[config.mk]
export PLATFORM = sky130hd
export DESIGN_NAME = bwmc_bucket_table
export DESIGN_NICKNAME = d
export VERILOG_FILES = /design/src/design/bwmc_pkg.sv /design/src/design/bwmc_bucket_table.sv
export SDC_FILE = /design/constraint.sdc
export NUM_CORES = 1
export LEC_CHECK = 0
export ABC_AREA = 0
export BUFFER_PORTS_ARGS = -buffer_cell sky130_fd_sc_hd__buf_2
export CORE_MARGIN = 4
export CORE_UTILIZATION = 60
export DETAILED_ROUTE_END_ITERATION = 10
export PLACE_DENSITY = 0.73
export SLEW_MARGIN = 15
export SYNTH_ARGS = -nofsm -noshare
export SYNTH_HDL_FRONTEND = slang
export SYNTH_SLANG_ARGS = --single-unit
[constraint.sdc]
create_clock -name i_clk -period 5.26 [get_ports i_clk]
set_input_delay 0.526 -clock i_clk [delete_from_list [all_inputs] [get_ports i_clk]]
set_output_delay 0.526 -clock i_clk [all_outputs]
set_load 0.005 [all_outputs]
[src/design/bwmc_pkg.sv]
`timescale 1ns / 1ps

package bwmc_pkg;

    // Word store geometry.
    localparam int WORD_SLOTS   = 8192;
    localparam int ADDR_W       = $clog2(WORD_SLOTS);
    localparam int WORD_W       = 24;

    // Bucket table geometry and field widths.
    localparam int LETTER_COUNT = 26;
    localparam int LETTER_W     = 5;
    localparam int SLOT_W       = 13;
    localparam int COUNT_W      = 14;
    localparam int CHAR_W       = 8;

    // Request modes.
    localparam logic [1:0] MODE_DESC  = 2'd0;
    localparam logic [1:0] MODE_WORD  = 2'd1;
    localparam logic [1:0] MODE_QUERY = 2'd2;

    // Letter range for bucket selection.
    localparam logic [CHAR_W-1:0] CHAR_A = 8'h61;
    localparam logic [CHAR_W-1:0] CHAR_Z = 8'h7a;

    // One bucket descriptor.
    typedef struct packed {
        logic [SLOT_W-1:0]  start;
        logic [COUNT_W-1:0] count;
    } t_desc;

    // Descriptor write command.
    typedef struct packed {
        logic                en;
        logic [LETTER_W-1:0] letter;
        t_desc               desc;
    } t_desc_wr;

endpackage

[src/design/bwmc_bucket_table.sv]
`timescale 1ns / 1ps

module bwmc_bucket_table (
    input  logic                              i_clk,
    input  logic                              i_rst_n,
    input  bwmc_pkg::t_desc_wr                i_wr,
    input  logic [bwmc_pkg::LETTER_W-1:0]     i_rd_letter,
    output bwmc_pkg::t_desc                   o_rd_desc
);

    bwmc_pkg::t_desc r_desc [bwmc_pkg::LETTER_COUNT];

    // Descriptor registers; reset leaves every bucket empty at slot zero.
    always_ff @(posedge i_clk) begin
        if (!i_rst_n) begin
            for (int k = 0; k < bwmc_pkg::LETTER_COUNT; k++) begin
                r_desc[k] <= '0;
            end
        end else if (i_wr.en &&
                     ({1'b0, i_wr.letter} < (bwmc_pkg::LETTER_W + 1)'(bwmc_pkg::LETTER_COUNT)))
        begin
            r_desc[i_wr.letter] <= i_wr.desc;
        end
    end

    // Out-of-range letters read as an empty bucket.
    always_comb begin
        o_rd_desc = '0;
        if ({1'b0, i_rd_letter} < (bwmc_pkg::LETTER_W + 1)'(bwmc_pkg::LETTER_COUNT)) begin
            o_rd_desc = r_desc[i_rd_letter];
        end
    end

endmodule

Word level (Yosys, flattened, before mapping):

Memory sizes are Yosys's and may differ from the RTL's.
Index checks and enable logic that the tools add are counted.
W data, S select, Z words.

* memory bits (writable): 702
* bits of input ports: 40
* register bits: 0
* output and inout bits: 27
* logic and storage cells: 13
* memories: 1

Memories
* r_desc: words 26, width 27, rd ports 1, clocked after Yosys merged registers in 0, write ports 26, RTL line bwmc_bucket_table.sv:11 `bwmc_pkg::t_desc r_desc [bwmc_pkg::LETTER_COUNT];`

* reductions and logical operators: 2
* $lt $le $gt $ge: 2
* muxes and demuxes: 8

Operators by type and width (number)
* $mux W27: 2
* $reduce_or A27 Y1: 1
* $lt A5 B5 Y1 const B: 2
* $mux W1: 5
* $mux W5: 1
* $logic_and A1 B1 Y1: 1

Longest topological paths before layout:

Gate-level depths: netlist of run 1.

* word-level depth: 7
* gate-level depth with buffers: 9
* mapped depth without buffers: 4

Least setup slack after synthesis of run 1:

OpenSTA, ideal clock, no wires.

* path type: input to register
* start: input i_wr[28] (netlist name)
* end: memory r_desc[24][0] (netlist name), enable pin
* cell stages on the path: 3
* buffers on the path: 1
* setup time: 0.449 ns
* data arrival time: 3.043 ns
* path slack: 1.768 ns
* required time: 4.811 ns
* cells stage by stage: or2_1 -> buf_2 -> o21ai_0

RTL lines
* start, declared: RTL line bwmc_bucket_table.sv:6 `input bwmc_pkg::t_desc_wr i_wr,`
* end, declared: RTL line bwmc_bucket_table.sv:11

==> results by group, run 1 <==
Clock tree
  • Clk Tree Root Cell: clkbuf_16
  • Worst-path clk slew: 60 ps
  • CTS Hold Buffers Added: 0
  • CTS Buffer Depth: 3
  • Number of post-CTS setup repair buffers: 0
  • Clock Sinks: 702
  • Total CTS buffers: 74
  • TritonCTS clock tree: done
  • Post-cts sizing count: 0
  • Htree depth: 3

Floorplanning
  • Die W: 241 um
  • # rows: 85
  • Core ar.: 0.0538 mm^2
  • Top Ports: 67
  • Initial Util: 0.606
  • Die Ht: 241 um
  • Die Footprint: 0.0582 mm^2

Synthesis
  • Post-synthesis cell area: 0.0326 mm^2
  • Sequential-to-total area share from yosys stat: 0.646
  • Mapped Cells: 2288
  • Synth warn: 0
  • Async set-reset flop share out of synthesis: 0
  • Post-Syn Nets: 2328
  • Synthesis-stage register bit count: 702
  • Post-synth EDFFs: 702
  • Synth Flop Type: edfxtp_1
  • Synth cell types: 45
  • Synth Area per Inst: 14.3 um^2

Power
  • Pleak: 13.0 nW
  • Worst vdd ir: 266 uV
  • Pwr dens: 350 mW/mm^2
  • Total power: 12.5 mW

Critical path
  • Crit path kind: in2out
  • CP delay by family, top: buffers and inverters
  • Buffers & Inverters on Critical Path: 3
  • CP arrival: 3420 ps
  • Startpoint class of the critical path: primary input
  • Critical Path End Type: primary output
  • Critical-path top delay cell: or2_1
  • CP peak stage delay: 810 ps
  • CP required: 4730 ps
  • CP cell instances: buf_2 -> or2_1 -> buf_4 -> o22ai_1 -> o311ai_1 -> o21ai_1 -> buf_2
  • CP dominant cell by count: buf_2
  • Max FO, Critical Path: 29

Layout
  • Number of flip-flops in the largest register: 702
  • Top reg by flops: r_desc
  • Share of layout cells above drive strength 1: 0.138
  • Commonest non-fill, non-tap cell in the layout: and2_1
  • Post-route insts no fill: 3034
  • Biggest regs: r_desc (702)
  • Area Growth Syn to Fin: 9.77%
  • Final net count: 2324
  • Most frequent cells in the layout: and2_1, edfxtp_1, mux2i_1

Outcome
  • Status: finished clean

Placement
  • IO buf count: 66
  • Post-DP HPWL: 50400 um
  • Placer Congestion: 0.863
  • Inst Count DP: 2904

Worst hold path
  • Hold WC Path Type: in2reg

STA
  • Tmin final: 3940 ps
  • Setup_tns: 0 ps
  • Rel. slew slack: 0.182
  • RSZ-0062 raised after global routing: no
  • Fmax: 254 MHz
  • Pins over their slew limit: 0
  • Tcrit/Tclk final: 0.750
  • Hold Fails Final Rpt: 0
  • Worst-margin pin slew: 1230 ps
  • Final-report setup violation count: 0

GRT
  • Number of global-route vias before repair: 19179
  • First-pass GRT wire length: 125000 um
  • Initial antenna violation count: 2
  • Gr ovfl total: 0
  • Largest net degree at the start of global routing: 81
  • Total GRT Usage: 0.295

Routing
  • Antenna violation net count after detailed routing: 0
  • Initial DRC Count: 2048
  • WL per Instance: 27.9 um
  • Vias post-DR: 19145
  • Wirelength, routed: 84800 um
  • DRT Pass-1 Iters: 5
  • DRC: 0
  • DR vias/cell: 6.31

Job
  • Max cap viols: 0
==> cells by family after synthesis <==
kind of cell,count (synthesis),synth area share
compound gates,213,0.0463
simple gates,874,0.166
buf+inv,199,0.0326
flops,702,0.646
mux,300,0.109
==> where the power goes <==
part | total, mW | leakage [nW] | switching [mW] | internal, mW
clock | 5.08 | 1.13 | 2.10 | 2.97
sequential | 6.53 | 6.68 | 0.0795 | 6.45
combinational | 0.933 | 5.21 | 0.631 | 0.302
total | 12.5 | 13.0 | 2.81 | 9.72
==> per-stage QoR <==
stage	area, um^2	setup WS [ps]	hold WS (ps)	utilization
after floorplan	32600	1770	724	-
after global placement	33500	1390	1110	0.622
after detailed placement	33500	1380	1120	0.622
after CTS	35800	1390	464	0.665
after global routing	35800	1230	504	0.666
final	35800	1320	487	0.666
==> layer usage <==
metal	share of wire	vias to the layer above	track usage
met5	0.00014	-	0
met2	0.49	896	0.491
met1	0.39	9653	0.388
li1	-	8386	-
met4	0.042	2	0.111
met3	0.080	208	0.0599
==> synth_stat cells, types with 3 or more instances <==
master       n  share of area
nand2_1     31         0.0036
a22oi_1     58          0.013
o211ai_1     9         0.0021
nor2_1      19         0.0022
a21oi_1     16         0.0025
o21ai_0     46         0.0071
nor2_2       6         0.0012
edfxtp_1   702           0.65
o311ai_0     5         0.0013
o21ai_1      7         0.0011
nor2b_1      4        0.00077
o21ba_2      9         0.0028
buf_1        3        0.00035
and2_1     703           0.13
clkbuf_1    92          0.011
o311ai_1     4         0.0011
mux4_1       7         0.0056
mux4_2      35          0.024
nand2b_1    18         0.0035
nor2_4      16         0.0055
a2bb2oi_1    9         0.0024
a221oi_1     9         0.0024
buf_6       11         0.0038
buf_4       19         0.0044
nand3_1     38         0.0058
a32oi_1      5         0.0013
buf_12       4         0.0025
buf_2       35         0.0054
o221ai_1    27         0.0072
clkbuf_2    34         0.0052
mux2i_1    258          0.079
nand2_4      3         0.0010
nand4_1     24         0.0046
o22ai_1      9         0.0017
==> layout make-up <==
cell class	instances	area, um^2
fill	3717	18000
sequential	702	21100
clock buffer	99	2050
timing repair buffer	119	803
clock inverter	30	267
multi-input combinational	1387	10700
antenna	1	2.50
tap	696	871
==> worst paths after layout <==
| check | from | to | slack (ps) | cells after the start |
|---|---|---|---|---|
| hold / removal | i_wr[0] | r_desc[20][0] | 490 | 2 |
| setup / recovery | i_rd_letter[1] | o_rd_desc[20] | 1320 | 7 |
No activity file was read; power rests on OpenSTA's default activity.
==> run 2, diff against run 1 <==
clock period = 3.65 ns   (was 5.26 ns; I/O delays follow)
==> run 2 against run 1 <==
Sequential share of layout area down 0.37 points. Total power up 44%. Sequential power up 44%. Utilization up 0.43 points. Critical path depth up 1. Worst setup slack worse by 1000 ps. Cell count up 1.1%. Clock power up 42%. Die area unchanged. Via count up 1.3%. Worst hold slack worse by 140 ps.
==> results by group, run 2 (synthesized netlist as in run 1, its figures left out) <==
STA
  • Setup_tns: 0 ps
  • Tcrit/Tclk final: 0.922
  • Hold Fails Final Rpt: 0
  • Rel. slew slack: 0.222
  • Tmin final: 3360 ps
  • Pins over their slew limit: 0
  • Fmax: 297 MHz
  • Final-report setup violation count: 0
  • Worst-margin pin slew: 1170 ps
  • RSZ-0062 raised after global routing: no

Layout
  • Most frequent cells in the layout: and2_1, edfxtp_1, mux2i_1
  • Top reg by flops: r_desc
  • Commonest non-fill, non-tap cell in the layout: and2_1
  • Final Instance Area: 0.0360 mm^2
  • Final net count: 2356
  • Biggest regs: r_desc (702)
  • Post-route insts no fill: 3066
  • Post-layout util: 0.670
  • Area Growth Syn to Fin: 10.5%
  • Share of layout cells above drive strength 1: 0.146
  • Number of flip-flops in the largest register: 702

Critical path
  • CP dominant cell by count: buf_4
  • Critical-path top delay cell: o311ai_0
  • Max FO, Critical Path: 70
  • Crit path kind: in2out
  • Startpoint class of the critical path: primary input
  • CP peak stage delay: 810 ps
  • CP delay by family, top: buffers and inverters
  • Buffers & Inverters on Critical Path: 4
  • Critical Path End Type: primary output
  • CP cell instances: buf_8 -> buf_4 -> mux2i_1 -> o22ai_1 -> o311ai_0 -> buf_4 -> o21ai_1 -> buf_2
  • CP arrival: 3000 ps
  • CP required: 3280 ps

Placement
  • Placer Congestion: 0.852
  • Post-DP HPWL: 50500 um
  • IO buf count: 66
  • Placed cell area: 0.0338 mm^2
  • Inst Count DP: 2936

Routing
  • DRC: 0
  • Initial DRC Count: 2082
  • Vias post-DR: 19398
  • DRT Pass-1 Iters: 7
  • Antenna violation net count after detailed routing: 0
  • DR vias/cell: 6.33
  • WL per Instance: 27.7 um
  • Wirelength, routed: 85000 um

Power
  • Total power: 18.0 mW
  • Worst vdd ir: 401 uV
  • Pleak: 13.2 nW
  • Pwr dens: 499 mW/mm^2

Floorplanning
  • Top Ports: 67
  • Core ar.: 0.0538 mm^2
  • Die Footprint: 0.0582 mm^2
  • Initial Util: 0.606
  • Die Ht: 241 um
  • # rows: 85
  • Die W: 241 um

GRT
  • Largest net degree at the start of global routing: 71
  • Initial antenna violation count: 2
  • Gr busiest metal: met2
  • Number of global-route vias before repair: 19488
  • Gr ovfl total: 0
  • M1 GR Usage: 0.407
  • Total GRT Usage: 0.295
  • Met2 Use GR: 0.489
  • First-pass GRT wire length: 126000 um
  • M3 GR Usage: 0.0402

Clock tree
  • Number of post-CTS setup repair buffers: 0
  • CTS Buffer Depth: 3
  • Clock Sinks: 702
  • Post-cts sizing count: 0
  • Htree depth: 3
  • TritonCTS clock tree: done
  • CTS Hold Buffers Added: 0
  • Total CTS buffers: 74
  • Clk Tree Root Cell: clkbuf_16
  • Worst-path clk slew: 60 ps

Job
  • Max cap viols: 0

Worst hold path
  • Hold WC Path Type: in2reg

Outcome
  • Status: finished clean
[run 2: report_power, final]
group	internal, mW	switching, mW	total [mW]	leakage (nW)
sequential	9.29	0.121	9.41	6.68
combinational	0.458	0.910	1.37	5.38
clock	4.22	3.00	7.22	1.11
total	14.0	4.03	18.0	13.2
[run 2: routing by layer]
metal,share of wire,up-vias
met1,0.40,9884
li1,-,8438
met3,0.070,199
met2,0.49,877
met4,0.039,0
met5,0,-
[run 2: through the flow]
stage | setup WS (ps) | hold WS (ps)
2_1_floorplan | 319 | 563
3_3_place_gp | 431 | 952
4_1_cts | 324 | 318
3_5_place_dp | 377 | 961
5_1_grt | 286 | 353
6_report | 286 | 350
[run 2: layout make-up]
class,instances,area [um^2]
diodes,1,2.50
repair buffers,151,1090
well taps,696,871
clock buffers,104,2070
fillers,3760,17800
flip-flops and latches,702,21100
multi-input cells,1387,10700
clock inverters,25,211
[run 2: worst paths after layout]
path | slack (ps) | cells past startpoint | from | end
min | 350 | 2 | i_wr[0] | r_desc[4][0]
max | 290 | 8 | i_rd_letter[0] | o_rd_desc[7]
